--- src/rtl/core/decoupled_sector_cache_lookup_defines.svh ---
// ---------------------------------------------------------------------------
// Assertion macros for the decoupled sector cache lookup
// Shared checking shorthands, clocked on the rising edge, off during reset.
// ---------------------------------------------------------------------------
`ifndef DECOUPLED_SECTOR_CACHE_LOOKUP_DEFINES_SVH
`define DECOUPLED_SECTOR_CACHE_LOOKUP_DEFINES_SVH

// Consequent must hold in the same cycle as the antecedent
`define DSCL_ASSERT_SAME(lbl, clk, rst_n, ante, cons, msg) \
	lbl: assert property (@(posedge clk) disable iff (!rst_n) (ante) |-> (cons)) \
		else $error(msg);

// Consequent must hold in the cycle after the antecedent
`define DSCL_ASSERT_NEXT(lbl, clk, rst_n, ante, cons, msg) \
	lbl: assert property (@(posedge clk) disable iff (!rst_n) (ante) |=> (cons)) \
		else $error(msg);

`endif

--- src/rtl/core/dscl_pkg.sv ---
// ---------------------------------------------------------------------------
// dscl_pkg
// Shared constants, codes and status types of the sector cache lookup.
// ---------------------------------------------------------------------------
package dscl_pkg;

	// default address split
	localparam int DEF_OFFSET_BITS    = 5;
	localparam int DEF_SET_BITS       = 6;
	localparam int DEF_BLOCK_SEL_BITS = 2;
	localparam int DEF_TAG_SEL_BITS   = 2;

	localparam int ADDR_W = 32;
	localparam int MISS_W = 2;
	localparam int WB_W   = 3;
	localparam logic [WB_W-1:0] WB_MAX = 3'd7;

	// queue between front and back
	localparam int QUEUE_DEPTH = 2;
	localparam int QPTR_W      = $clog2(QUEUE_DEPTH);
	localparam int QCNT_W      = $clog2(QUEUE_DEPTH + 1);

	// access kinds
	localparam logic CMD_READ  = 1'b0;
	localparam logic CMD_WRITE = 1'b1;

	// miss classification
	localparam logic [MISS_W-1:0] MISS_NONE   = 2'd0;
	localparam logic [MISS_W-1:0] MISS_BLOCK  = 2'd1;
	localparam logic [MISS_W-1:0] MISS_SECTOR = 2'd2;

	typedef struct packed {
		logic full;
		logic empty;
	} q_stat_t;

	typedef struct packed {
		logic clearing;
	} back_stat_t;

endpackage

--- src/rtl/core/dscl_front.sv ---
// ---------------------------------------------------------------------------
// dscl_front
// Accepts items, splits the address into tag, tag select, set and block
// select, and hands the decoded item to the queue.
// ---------------------------------------------------------------------------
module dscl_front #(
	parameter int OFFSET_BITS    = dscl_pkg::DEF_OFFSET_BITS,
	parameter int SET_BITS       = dscl_pkg::DEF_SET_BITS,
	parameter int BLOCK_SEL_BITS = dscl_pkg::DEF_BLOCK_SEL_BITS,
	parameter int TAG_SEL_BITS   = dscl_pkg::DEF_TAG_SEL_BITS,
	parameter int ITEM_W         = 33
) (
	input  logic                        clk,
	input  logic                        arst_n,
	input  logic                        start,
	input  logic                        cmd,
	input  logic [dscl_pkg::ADDR_W-1:0] address,
	input  dscl_pkg::q_stat_t           q_stat,
	input  dscl_pkg::back_stat_t        bk_stat,
	output logic                        busy,
	output logic                        push,
	output logic [ITEM_W-1:0]           push_data
);

	localparam int NB        = 1 << BLOCK_SEL_BITS;
	localparam int NT        = 1 << TAG_SEL_BITS;
	localparam int BSW       = (BLOCK_SEL_BITS > 0) ? BLOCK_SEL_BITS : 1;
	localparam int TSW       = (TAG_SEL_BITS > 0) ? TAG_SEL_BITS : 1;
	localparam int TAG_SHIFT = OFFSET_BITS + BLOCK_SEL_BITS + SET_BITS + TAG_SEL_BITS;
	localparam int TAG_W     = dscl_pkg::ADDR_W - TAG_SHIFT;

	logic              accept;
	logic [BSW-1:0]    bsel;
	logic [SET_BITS-1:0] set_idx;
	logic [TSW-1:0]    tsel;
	logic [TAG_W-1:0]  tag;
	logic              vld_s1;
	logic [ITEM_W-1:0] item_s1;

	// address split
	assign bsel    = BSW'((address >> OFFSET_BITS) & dscl_pkg::ADDR_W'(NB - 1));
	assign set_idx = SET_BITS'(address >> (OFFSET_BITS + BLOCK_SEL_BITS));
	assign tsel    = TSW'((address >> (OFFSET_BITS + BLOCK_SEL_BITS + SET_BITS))
		& dscl_pkg::ADDR_W'(NT - 1));
	assign tag     = TAG_W'(address >> TAG_SHIFT);

	// handshake: stage can refill in the cycle it drains
	assign push   = vld_s1 && !q_stat.full;
	assign busy   = (vld_s1 && q_stat.full) || bk_stat.clearing;
	assign accept = start && !busy;

	always_ff @(posedge clk or negedge arst_n) begin
		if (!arst_n) begin
			vld_s1 <= 1'b0;
		end else if (accept) begin
			vld_s1 <= 1'b1;
		end else if (push) begin
			vld_s1 <= 1'b0;
		end
	end

	// decoded item
	always_ff @(posedge clk) begin
		if (accept) begin
			item_s1 <= {cmd, tag, tsel, set_idx, bsel};
		end
	end

	assign push_data = item_s1;

endmodule

--- config.mk ---
export PLATFORM = sky130hd
export DESIGN_NAME = dscl_front
export DESIGN_NICKNAME = d
export VERILOG_FILES = /design/src/rtl/core/decoupled_sector_cache_lookup_defines.svh /design/src/rtl/core/dscl_pkg.sv /design/src/rtl/core/dscl_front.sv
export SDC_FILE = /design/constraint.sdc
export NUM_CORES = 1
export LEC_CHECK = 0
export CAP_MARGIN = 40
export CORE_MARGIN = 2
export CORE_UTILIZATION = 49
export CTS_CLUSTER_DIAMETER = 50
export DETAILED_ROUTE_END_ITERATION = 8
export DONT_BUFFER_PORTS = 1
export RECOVER_POWER = 50
export SYNTH_ARGS = -nofsm -noshare
export SYNTH_HDL_FRONTEND = slang
export SYNTH_SLANG_ARGS = --single-unit
--- constraint.sdc ---
create_clock -name clk -period 1.9 [get_ports clk]
set_input_delay 0.19 -clock clk [delete_from_list [all_inputs] [get_ports clk]]
set_output_delay 0.19 -clock clk [all_outputs]
set_load 0.02 [all_outputs]
* After elaboration in Yosys (flattened, before gate mapping) *
Cells that the tools add are included.

cells by class
  reductions and logical operators = 7
  muxes and demuxes = 2

operators by type and width
  operator            count
  1-bit logical AND   3
  1-bit zero test     2
  1-bit two-way mux   2
  2-bit nonzero test  1
  1-bit logical OR    1

word-level totals
  output and inout port bits = 35
  word-level logic and storage cells = 11
  bits of input ports = 39
  flip-flop bits (word level) = 29

* Longest topological paths before layout *
  depth after elaboration = 5
  depth in mapped cells = 2
  depth with buffers taken out = 2

* Least setup slack after synthesis *
OpenSTA, ideal clock, no wires.

  path type = reg2reg
  start = register vld_s1
  end = register item_s1[0], in the netlist push_data[0], enable pin
  path slack = 0.261 ns
  library setup time = 0.395 ns
  required time = 1.505 ns
  arrival = 1.245 ns
  stages on the path, launching flop included = 2
  period minus slack after synthesis = 1.639 ns
  path buffers = 0
  cell sequence = dfrtp_1 a21oi_2

between the ends
  cells in the longest elaborated chain, start to end = 4

ends and longest elaborated chain
  item                    line              text
  start, declared         dscl_front.sv:37  logic vld_s1;
  start signal, assigned  dscl_front.sv:54  vld_s1 <= 1'b0;
  start signal, assigned  dscl_front.sv:56  vld_s1 <= 1'b1;
  start signal, assigned  dscl_front.sv:58  vld_s1 <= 1'b0;
  1-bit logical AND       dscl_front.sv:49  assign busy = (vld_s1 && q_stat.full) || bk_stat.clearing;
  1-bit logical OR        dscl_front.sv:49
  1-bit zero test         dscl_front.sv:50  assign accept = start && !busy;
  1-bit logical AND       dscl_front.sv:50
  net accept              dscl_front.sv:32  logic accept;
  end signal, assigned    dscl_front.sv:65  item_s1 <= {cmd, tag, tsel, set_idx, bsel};
  end, declared           dscl_front.sv:38  logic [ITEM_W-1:0] item_s1;

The timed path passes the listed nets, and every way through them passes these cells.
A chain may end at the register's enable or synchronous reset.

* Worst setup path after layout *
  start = register vld_s1
  end = output push

between the ends
  cells in the longest elaborated chain, start to end = 1

ends and longest elaborated chain
  item               line              text
  1-bit logical AND  dscl_front.sv:48  assign push = vld_s1 && !q_stat.full;
  end, declared      dscl_front.sv:21  output logic push,

No other way between the ends.

==> results by group <==
Timing
  – Fin. Hold Viols: 0
  – Final setup violation count: 0
  – Fin crit share: 0.664
  – Setup TNS: 0 ns
  – Max Slew Vio Count: 0
  – RSZ-0062 raised after global routing: false
  – Clock Skew: about 0.0055 ns
  – Crit path time final: 1.26 ns
  – Fmax: between 700 and 800 MHz

Clock tree
  – CTS root buf: clkbuf_4
  – TritonCTS Buffers: 5
  – Number of H-tree levels: 2
  – Post-CTS sizing: 0
  – Sink Count: 29
  – CTS tree: built
  – Worst-skew pair later-pin latency: just over 0.3 ns
  – Maximum clock path buffer count: 2
  – Post-CTS Setup Inserts: 0
  – Clk slew on worst S/H paths: ~0.080 ns

Floorplan
  – Core Box Area: approximately 0.0018 mm²
  – Rows: 15
  – DIE AREA: roughly 0.0023 mm²
  – Die X: ~48 µm
  – Initial Util: 0.533
  – IO Pins: 74
  – Die Y: 48.0 µm

Detailed routing
  – DRC marker count from the first detailed-route iteration: 4
  – # DRC: 0
  – Post-DRT Antenna Nets: 0
  – Detailed Route WL: 1510 µm
  – Drt wl/cell: 14.2 µm
  – DRT Pass-1 Iters: 3
  – Routed vias: between 400 and 500
  – Via density: roughly 4.5

Place
  – Count of input and output buffers: 0
  – Dpl cells: 67
  – Post-DP HPWL: between 1000 and 1500 µm
  – RD Place Congestion: about 0.70

Worst setup path
  – Critical-path cell list: nor2b_1
  – Reg-to-Reg Start: vld_s1
  – Slowest-stage cell, CP: dfrtp_1
  – Max stage delay on crit path: a little under 0.4 ns
  – WP depth: 1
  – Crit path capture type: output pin
  – R2r setup slk: around 0.70 ns
  – CP startpoint: vld_s1
  – Crit path max fanout: 3
  – Startpoint types: flop
  – Crit path buffers/inverters: 0
  – Critical path endpoint: push
  – Critical Path RT: about 1.7 ns
  – CP delay by family, top: flip-flops
  – Arr. time, crit path: ~1.1 ns
  – R2R cell count: 3
  – Worst reg2reg path endpoint: vld_s1
  – Setup CP Type: flop to output pin

Global route
  – Vias in the first global route: around 440
  – Initial antenna violation count: 0
  – Largest net degree at the start of global routing: 21
  – GRT overflow: 0
  – Global Route Usage Sum: 0.152
  – First-pass GRT wire length: roughly 2100 µm

Cells and area
  – Fillers: around 110
  – Area Growth Syn to Fin: 40.6%
  – Layout cells sized above 1: 0.136
  – Non-Filler Instances: ~110
  – Antenna Cells: 0
  – Commonest non-fill, non-tap cell in the layout: dlygate4sd3_1
  – Fin nets: 119
  – Most frequent cells in the layout: dlygate4sd3_1 (31), edfxtp_1 (28), conb_1 (5), clkbuf_4 (5)

Logic synthesis
  – Register area share after synthesis: 0.912
  – Post-synth cell types: 9
  – Seq cells post-synth: 29
  – Synth Cell Area: 950 µm²
  – Ys Warns: 0
  – Cells after synthesis: 41
  – Avg Synthesized Cell Area: 23.2 µm²

Pwr
  – Power, Total: between 1 and 1.5 mW
  – LEAKAGE: ~0.48 nW
  – Maximum VDD drop: between 500 and 600 µV
  – Pwr Density: just under 900 mW/mm²

Flow run
  – Max Cap Viol: 0

Worst hold path
  – Worst hold path class: input port to asynchronous set/reset pin

Run status
  – Outcome: finished, final reports clean
==> cell type report <==
class | instances | area, µm² | area share
clock buffer | 6 | 41.3 | 0.0309
clock inverter | 2 | 10.0 | 0.00750
multi-input combinational | 11 | 61.3 | 0.0459
sequential | 29 | 866 | 0.649
tap | 25 | 31.3 | 0.0234
timing repair buffer | 33 | 325 | 0.244
==> Yosys cell counts <==
library cell / number / area share
nand2_1: 2 / 0.0079
nor2b_1: 1 / 0.0066
dfrtp_1: 1 / 0.026
conb_1: 1 / 0.0039
edfxtp_1: 28 / 0.89
a21oi_2: 1 / 0.0092
buf_4: 5 / 0.040
nand2b_4: 1 / 0.014
nand2b_1: 1 / 0.0066
==> stage by stage <==
stage | worst slack, ns | cell area [µm²] | hold slack (ns) | utilization
after global routing | 0.554 | 1340 | 0.0482 | 0.749
after global placement | 0.808 | 973 | -0.106 | 0.546
after CTS | 0.601 | 1340 | 0.0532 | 0.749
after floorplan | 0.261 | 965 | -0.106 | -
after detailed placement | 0.772 | 973 | -0.106 | 0.546
final | 0.638 | 1340 | 0.0802 | 0.749
==> metal layers <==
metal | GRT usage | part of all wire
met1 | 0.149 | 0.32
met2 | 0.237 | 0.58
met5 | 0 | 0
met4 | 0.0649 | 0
met3 | 0.121 | 0.10
==> sequential cells by signal, indices dropped and copies added, names as in the netlist <==
name,count
push_data,28
vld_s1,1
==> what timing repair did <==
item / 4_1_cts / 5_1_grt
hold endpoints to repair: 30 / 0
endpoints found under the setup margin: 0 / 0
hold buffers: 31 / 0
==> worst reg2reg max path, stage by stage (launching register included) <==
cell and delay, ns:
dfrtp_1 0.41, nand2_1 0.09, nand2_1 0.05, dlygate4sd3_1 0.54
==> power breakdown <==
part	total [mW]	switching, mW	internal, mW	leakage, nW
Clock	0.322	0.181	0.140	0.0320
Combinational	0.0869	0.0364	0.0506	0.178
Sequential	0.777	0.0408	0.736	0.273
Total	1.19	0.258	0.927	0.483
==> kinds of logic (layout without fill, tap and decap cells) <==
group           after synthesis  count (layout)  synth area share
flops                        29              29             0.912
compound gates                1               1           0.00922
other cells                   1               5           0.00395
simple gates                  5               5            0.0356
buf+inv                       5              41            0.0395
==> worst min-delay path by stage <==
stage | endpoint | startpoint
after floorplan | vld_s1 | arst_n
after detailed placement | vld_s1 | arst_n
final | vld_s1 | arst_n
after global placement | vld_s1 | arst_n
after global routing | vld_s1 | arst_n
after CTS | vld_s1 | arst_n
Power figures use the tool's default switching activity.
