### src/rtl/core/decoupled_sector_cache_lookup_defines.svh
// ---------------------------------------------------------------------------
// Assertion macros for the decoupled sector cache lookup
// Shared checking shorthands, clocked on the rising edge, off during reset.
// ---------------------------------------------------------------------------
`ifndef DECOUPLED_SECTOR_CACHE_LOOKUP_DEFINES_SVH
`define DECOUPLED_SECTOR_CACHE_LOOKUP_DEFINES_SVH

// Consequent must hold in the same cycle as the antecedent
`define DSCL_ASSERT_SAME(lbl, clk, rst_n, ante, cons, msg) \
	lbl: assert property (@(posedge clk) disable iff (!rst_n) (ante) |-> (cons)) \
		else $error(msg);

// Consequent must hold in the cycle after the antecedent
`define DSCL_ASSERT_NEXT(lbl, clk, rst_n, ante, cons, msg) \
	lbl: assert property (@(posedge clk) disable iff (!rst_n) (ante) |=> (cons)) \
		else $error(msg);

`endif

### src/rtl/core/dscl_pkg.sv
// ---------------------------------------------------------------------------
// dscl_pkg
// Shared constants, codes and status types of the sector cache lookup.
// ---------------------------------------------------------------------------
package dscl_pkg;

	// default address split
	localparam int DEF_OFFSET_BITS    = 5;
	localparam int DEF_SET_BITS       = 6;
	localparam int DEF_BLOCK_SEL_BITS = 2;
	localparam int DEF_TAG_SEL_BITS   = 2;

	localparam int ADDR_W = 32;
	localparam int MISS_W = 2;
	localparam int WB_W   = 3;
	localparam logic [WB_W-1:0] WB_MAX = 3'd7;

	// queue between front and back
	localparam int QUEUE_DEPTH = 2;
	localparam int QPTR_W      = $clog2(QUEUE_DEPTH);
	localparam int QCNT_W      = $clog2(QUEUE_DEPTH + 1);

	// access kinds
	localparam logic CMD_READ  = 1'b0;
	localparam logic CMD_WRITE = 1'b1;

	// miss classification
	localparam logic [MISS_W-1:0] MISS_NONE   = 2'd0;
	localparam logic [MISS_W-1:0] MISS_BLOCK  = 2'd1;
	localparam logic [MISS_W-1:0] MISS_SECTOR = 2'd2;

	typedef struct packed {
		logic full;
		logic empty;
	} q_stat_t;

	typedef struct packed {
		logic clearing;
	} back_stat_t;

endpackage

### src/rtl/core/dscl_queue.sv
// ---------------------------------------------------------------------------
// dscl_queue
// Short FIFO of decoded items between the front and the back.
// ---------------------------------------------------------------------------
module dscl_queue #(
	parameter int DATA_W = 33
) (
	input  logic              clk,
	input  logic              arst_n,
	input  logic              push,
	input  logic [DATA_W-1:0] push_data,
	input  logic              pop,
	output logic [DATA_W-1:0] head_data,
	output dscl_pkg::q_stat_t stat
);

	logic [DATA_W-1:0]           slot_q [dscl_pkg::QUEUE_DEPTH];
	logic [dscl_pkg::QPTR_W-1:0] wr_ptr_q;
	logic [dscl_pkg::QPTR_W-1:0] rd_ptr_q;
	logic [dscl_pkg::QCNT_W-1:0] cnt_q;
	logic                        do_push;
	logic                        do_pop;

	assign stat.full  = (cnt_q == dscl_pkg::QCNT_W'(dscl_pkg::QUEUE_DEPTH));
	assign stat.empty = (cnt_q == '0);
	assign do_push    = push && !stat.full;
	assign do_pop     = pop && !stat.empty;
	assign head_data  = slot_q[rd_ptr_q];

	// pointers and fill count; depth is a power of two so pointers wrap
	always_ff @(posedge clk or negedge arst_n) begin
		if (!arst_n) begin
			wr_ptr_q <= '0;
			rd_ptr_q <= '0;
			cnt_q    <= '0;
		end else begin
			if (do_push) begin
				wr_ptr_q <= wr_ptr_q + 1'b1;
			end
			if (do_pop) begin
				rd_ptr_q <= rd_ptr_q + 1'b1;
			end
			if (do_push && !do_pop) begin
				cnt_q <= cnt_q + 1'b1;
			end else if (do_pop && !do_push) begin
				cnt_q <= cnt_q - 1'b1;
			end
		end
	end

	always_ff @(posedge clk) begin
		if (do_push) begin
			slot_q[wr_ptr_q] <= push_data;
		end
	end

endmodule

### config.mk
export PLATFORM = sky130hd
export DESIGN_NAME = dscl_queue
export DESIGN_NICKNAME = d
export VERILOG_FILES = /design/src/rtl/core/decoupled_sector_cache_lookup_defines.svh /design/src/rtl/core/dscl_pkg.sv /design/src/rtl/core/dscl_queue.sv
export SDC_FILE = /design/constraint.sdc
export NUM_CORES = 1
export LEC_CHECK = 0
export BUFFER_PORTS_ARGS = -buffer_cell sky130_fd_sc_hd__buf_2
export CAP_MARGIN = 5
export CELL_PAD_IN_SITES_DETAIL_PLACEMENT = 2
export CELL_PAD_IN_SITES_GLOBAL_PLACEMENT = 2
export CORE_ASPECT_RATIO = 0.9
export CORE_MARGIN = 2
export CORE_UTILIZATION = 41
export CTS_CLUSTER_DIAMETER = 60
export CTS_CLUSTER_SIZE = 24
export DETAILED_ROUTE_END_ITERATION = 16
export PLACE_DENSITY = 0.83
export SLEW_MARGIN = 20
export SYNTH_ARGS = -nofsm -noshare
export SYNTH_HDL_FRONTEND = slang
export SYNTH_SLANG_ARGS = --single-unit
### constraint.sdc
create_clock -name clk -period 7 [get_ports clk]
set_input_delay 0.35 -clock clk [delete_from_list [all_inputs] [get_ports clk]]
set_output_delay 0.35 -clock clk [all_outputs]
set_load 0.01 [all_outputs]
[Word-level counts from Yosys, hierarchy flattened]
Memory sizes are Yosys's and may differ from the RTL's.
Cells that the tools add are included.
Operators by class
  reduce and logical (&&, ||, !) cells: 10
  mux-type cells: 4
  $add $sub $neg: 4
  equal/unequal tests: 1
Operators with widths (number)
  $logic_and A1 B1 Y1: 4
  $logic_not A1 Y1: 4
  $mux W2: 2
  $add A1 B1 Y1 const B: 2
  $add A2 B1 Y2 const B: 1
  $eq A2 B2 Y1 const B: 1
  $logic_not A2 Y1: 1
  $mux W1: 2
  $reduce_bool A2 Y1: 1
  $sub A2 B1 Y2 const B: 1
Word-level totals
  memories: 1
  register bits: 4
  output and inout bits: 35
  memory bits (writable): 66
  logic and storage cells: 23
  bits of input ports: 37
Memories
  slot_q: depth 2, width 33, rd ports 1, clocked after memory_dff 0, write ports 1, RTL line dscl_queue.sv:17  | logic [DATA_W-1:0] slot_q [dscl_pkg::QUEUE_DEPTH];

[Longest topological paths before layout]
  depth in word-level cells: 7
  mapped depth: 7
  mapped depth without buffers: 7

[Least setup slack after synthesis]
No wires, ideal clock.
  path type: register -> register
  start: register cnt_q[0] (netlist bit)
  end: memory slot_q[0][0], enable pin
  library setup time: 0.423 ns
  cell stages (with the launch flop): 4
  arrival time: 2.045 ns
  data required time: 6.577 ns
  slack: 4.532 ns
  buffers on the path: 0
  cell sequence: dfrtp_1 nand2b_1 nand2_1 nor2_1
Between the ends
  longest elaborated chain between the ends: 5
Ends and longest elaborated chain
  from (decl): RTL line dscl_queue.sv:20  | logic [dscl_pkg::QCNT_W-1:0] cnt_q;
  from (signal assigned): RTL line dscl_queue.sv:44  | cnt_q <= cnt_q + 1'b1;
  from (signal assigned): RTL line dscl_queue.sv:46  | cnt_q <= cnt_q - 1'b1;
  $eq A2 B2 Y1: RTL line dscl_queue.sv:24  | assign stat.full = (cnt_q == dscl_pkg::QCNT_W'(dscl_pkg::QUEUE_DEPTH));
  $logic_not A1 Y1: RTL line dscl_queue.sv:26  | assign do_push = push && !stat.full;
  $logic_and A1 B1 Y1: RTL line dscl_queue.sv:26
  $mux W1: RTL line dscl_queue.sv:52  | if (do_push) begin
  $mux W1 (implied by the code): RTL line dscl_queue.sv:53  | slot_q[wr_ptr_q] <= push_data;
  to (decl): RTL line dscl_queue.sv:17
No other way between the ends.

[Worst setup path in the final report]
  start: register rd_ptr_q
  end: output port head_data[10]
Between the ends
  longest elaborated chain between the ends: 1
Ends and longest elaborated chain
  from (decl): RTL line dscl_queue.sv:19  | logic [dscl_pkg::QPTR_W-1:0] rd_ptr_q;
  from (signal assigned): RTL line dscl_queue.sv:41  | rd_ptr_q <= rd_ptr_q + 1'b1;
  $mem_v2 Z2 W33
  to (decl): RTL line dscl_queue.sv:13  | output logic [DATA_W-1:0] head_data,
No other way between the ends.

==> results.cfg <==
[timing]
hold_viol_final = 0
timing.max_slew.rel_slack_pct = 29.3
period_minus_slack_ns = 2.34
min_period_over_period_pct = 33.4
final.setup.tns_ns = 0
rsz0062_at_grt = no
fmax_mhz = 428
slew_viol_final = 0
worst-slew-pin-transition_ns = 1.06
fin_worst_skew_ns = 0.0134
hold_slack_ns = 0.196
setup_viol = 0

[route]
remaining_drc_errors = 0
ant_nets = 0
detail_route.wirelength_microns = 5700
avg_vias_per_cell = 4.63
drt-wirelength-per-cell_microns = 19.3
dr.first_iter.drc_count = 84
vias = 1371
drtPass1Iterations = 4

[setup_path]
critical_path_required_ns = 6.65
timing.rr.start = cnt_q[0]$_DFFE_PN0P_
worst-path-max-fanout = 34
worst_r2r_endpoint = slot_q[0][7]$_DFFE_PP_
cp-startpoint = rd_ptr_q$_DFFE_PN0P_
setup.worst_path.start_class = register
r2r.worst_path.cells = 3
ff2ff_setup_slack_ns = 5.02
worstSetupEndpointType = output port
timing.critical_path.arrival_ns = 1.99
timing_worst_setup_path_type = register to output port
slowest_stage = dfrtp_2
slowest_delay_ns = 1.05
path_cells = mux2_2, buf_2

[clock_tree]
max-clock-path-buffers = 2
cts_setup_buffers = 0
insertion_delay_ns = 0.34
cts-buffers-inserted = 9
cts_tree = yes
htreeDepth = 3
cts_root_buffer = clkbuf_8
clk_pin_slew_ns = 0.08
clock-sinks = 70

[outcome]
outcome = finished, final reports clean

[min_path]
worst_hold_startpoint = push_data[11]
holdCritPathClass = input pin to register
holdPathStages = 1
worstHoldEndpoint = slot_q[1][11]$_DFFE_PP_

[floorplan]
placement_rows = 28
io_pins = 72
floorplan.die.width_microns = 90.0
start_util_pct = 41.9
die-height_microns = 81.4
floorplan.die_area_sq_mm = 0.00733
core_region_area_sq_mm = 0.00652

[global_route]
grt_remaining_overflow = 0
initial_antenna_violation_count = 0
global_route_wire_length_before_repair_microns = 8480
first_global_vias = 1497
globalRouteTotalUtil_pct = 16.1
maximum_number_of_pins_on_one_net_before_global_route_repair = 35

[cells_and_area]
num_antenna_cells = 0
area_growth_pct = 23.7
nNetsFinal = 239
final_common_cell = buf_2
layout-drive-gt1-share_pct = 58.3
mostFrequentLayoutCells = 71 x buf_2, 66 x edfxtp_1, 29 x mux2_4
design_area_sq_mm = 0.00338

[place]
gp_congestion = 0.683
placed_cell_area_sq_mm = 0.00314
placement.io_buffers = 71
dp.final_hpwl_microns = 3680

[power]
p_total_uw = 1460
p_per_area_mw_per_mm2 = 434
power.ir.vdd_worst_mv = 0.266
power_leakage_uw = 0.00137

[logic_synthesis]
synth_cell_type_count = 15
synth_area_leader_cell = edfxtp_1
synth.yosys.warnings = 0
synth.area.top_cells = edfxtp_1 73%, mux2_4 16%, dfrtp_1 3.7%
synth_area_per_cell_sq_um = 22.4
yosysSeqAreaShare_pct = 76.3
synth_fp_nets = 160
netlist_instances = 122
synth_top_cell_area_share_pct = 72.6
syn-cell-area_sq_mm = 0.00273
synth-seq-cells = 70

[run]
max_cap_violations = 0
==> worst max-delay path: cells and delay by family, from the launching register on <==
family / cells / cell delay [ns]
buffers and inverters: 1 / 0.15
flip-flops: 1 / 1.05
multiplexers: 1 / 0.42
==> where the power goes <==
| part | internal (uW) | total (uW) | switching, uW |
|---|---|---|---|
| logic | 232 | 417 | 185 |
| registers | 577 | 668 | 91.0 |
| clock network | 237 | 380 | 143 |
| total | 1050 | 1460 | 419 |
==> through the flow <==
| step | setup slack [ns] | cells | util, % |
|---|---|---|---|
| after floorplan | 4.53 | 122 | - |
| after global placement | 5.06 | 279 | 48.1 |
| after detailed placement | 5.00 | 279 | 48.1 |
| after CTS | 4.60 | 296 | 51.8 |
| after global routing | 4.54 | 296 | 51.8 |
| final | 4.66 | 296 | 51.8 |
==> cell usage after synthesis <==
library cell / number
edfxtp_1: 66
mux2_4: 29
dfrtp_1: 4
mux2_2: 4
buf_12: 3
nor2_1: 3
xnor2_1: 3
inv_1: 2
xor2_1: 2
and3_1: 1
buf_6: 1
ha_1: 1
nand2_1: 1
nand2b_1: 1
o21ai_1: 1
==> sequential cells by signal (all words and copies together) (netlist names) <==
register and flops:
slot_q 66, wr_ptr_q 1, cnt_q 2, rd_ptr_q 1
==> how the worst max path moves through the flow <==
stage	slack (ns)	cells past startpoint	end
floorplan	4.53	3	slot_q[0][0]$_DFFE_PP_
detailed placement	5.00	2	head_data[10]
finish	4.66	2	head_data[10]
CTS	4.60	2	head_data[10]
global route	4.54	2	head_data[10]
global placement	5.06	2	head_data[15]
==> logic make-up (layout without fill, tap and decap cells) <==
kind of cell,Yosys count,after routing,synth area share (%)
adder cells (fa/ha/maj),1,1,0.458
flip-flops,70,70,76.3
XOR/XNOR,5,5,1.60
buffers and inverters,6,90,2.89
multiplexers,33,33,17.6
AND/OR/NAND/NOR,6,6,1.01
AO/OA/AOI/OAI,1,1,0.183
==> cell type report <==
| cell class | count | area, sq um |
|---|---|---|
| clock buffer | 12 | 135 |
| clock inverter | 4 | 95.1 |
| fill | 597 | 3140 |
| inverter | 2 | 7.51 |
| multi-input combinational | 46 | 578 |
| sequential | 70 | 2080 |
| tap | 90 | 113 |
| timing repair buffer | 72 | 365 |
==> routing by layer <==
metal / wire (microns) / vias to the layer above / global-route usage [%]
met2: 3070 / 52 / 29.6
met5: 0 / - / 0
met4: 67 / 0 / 5.08
li1: - / 625 / -
met1: 2260 / 686 / 17.6
met3: 303 / 8 / 6.06
==> repair_timing <==
item                                   4_1_cts  5_1_grt
hold buffers                                 1        0
resized for setup                            0        0
endpoints found under the hold margin        4        0
(Power assumes the default switching activity.)
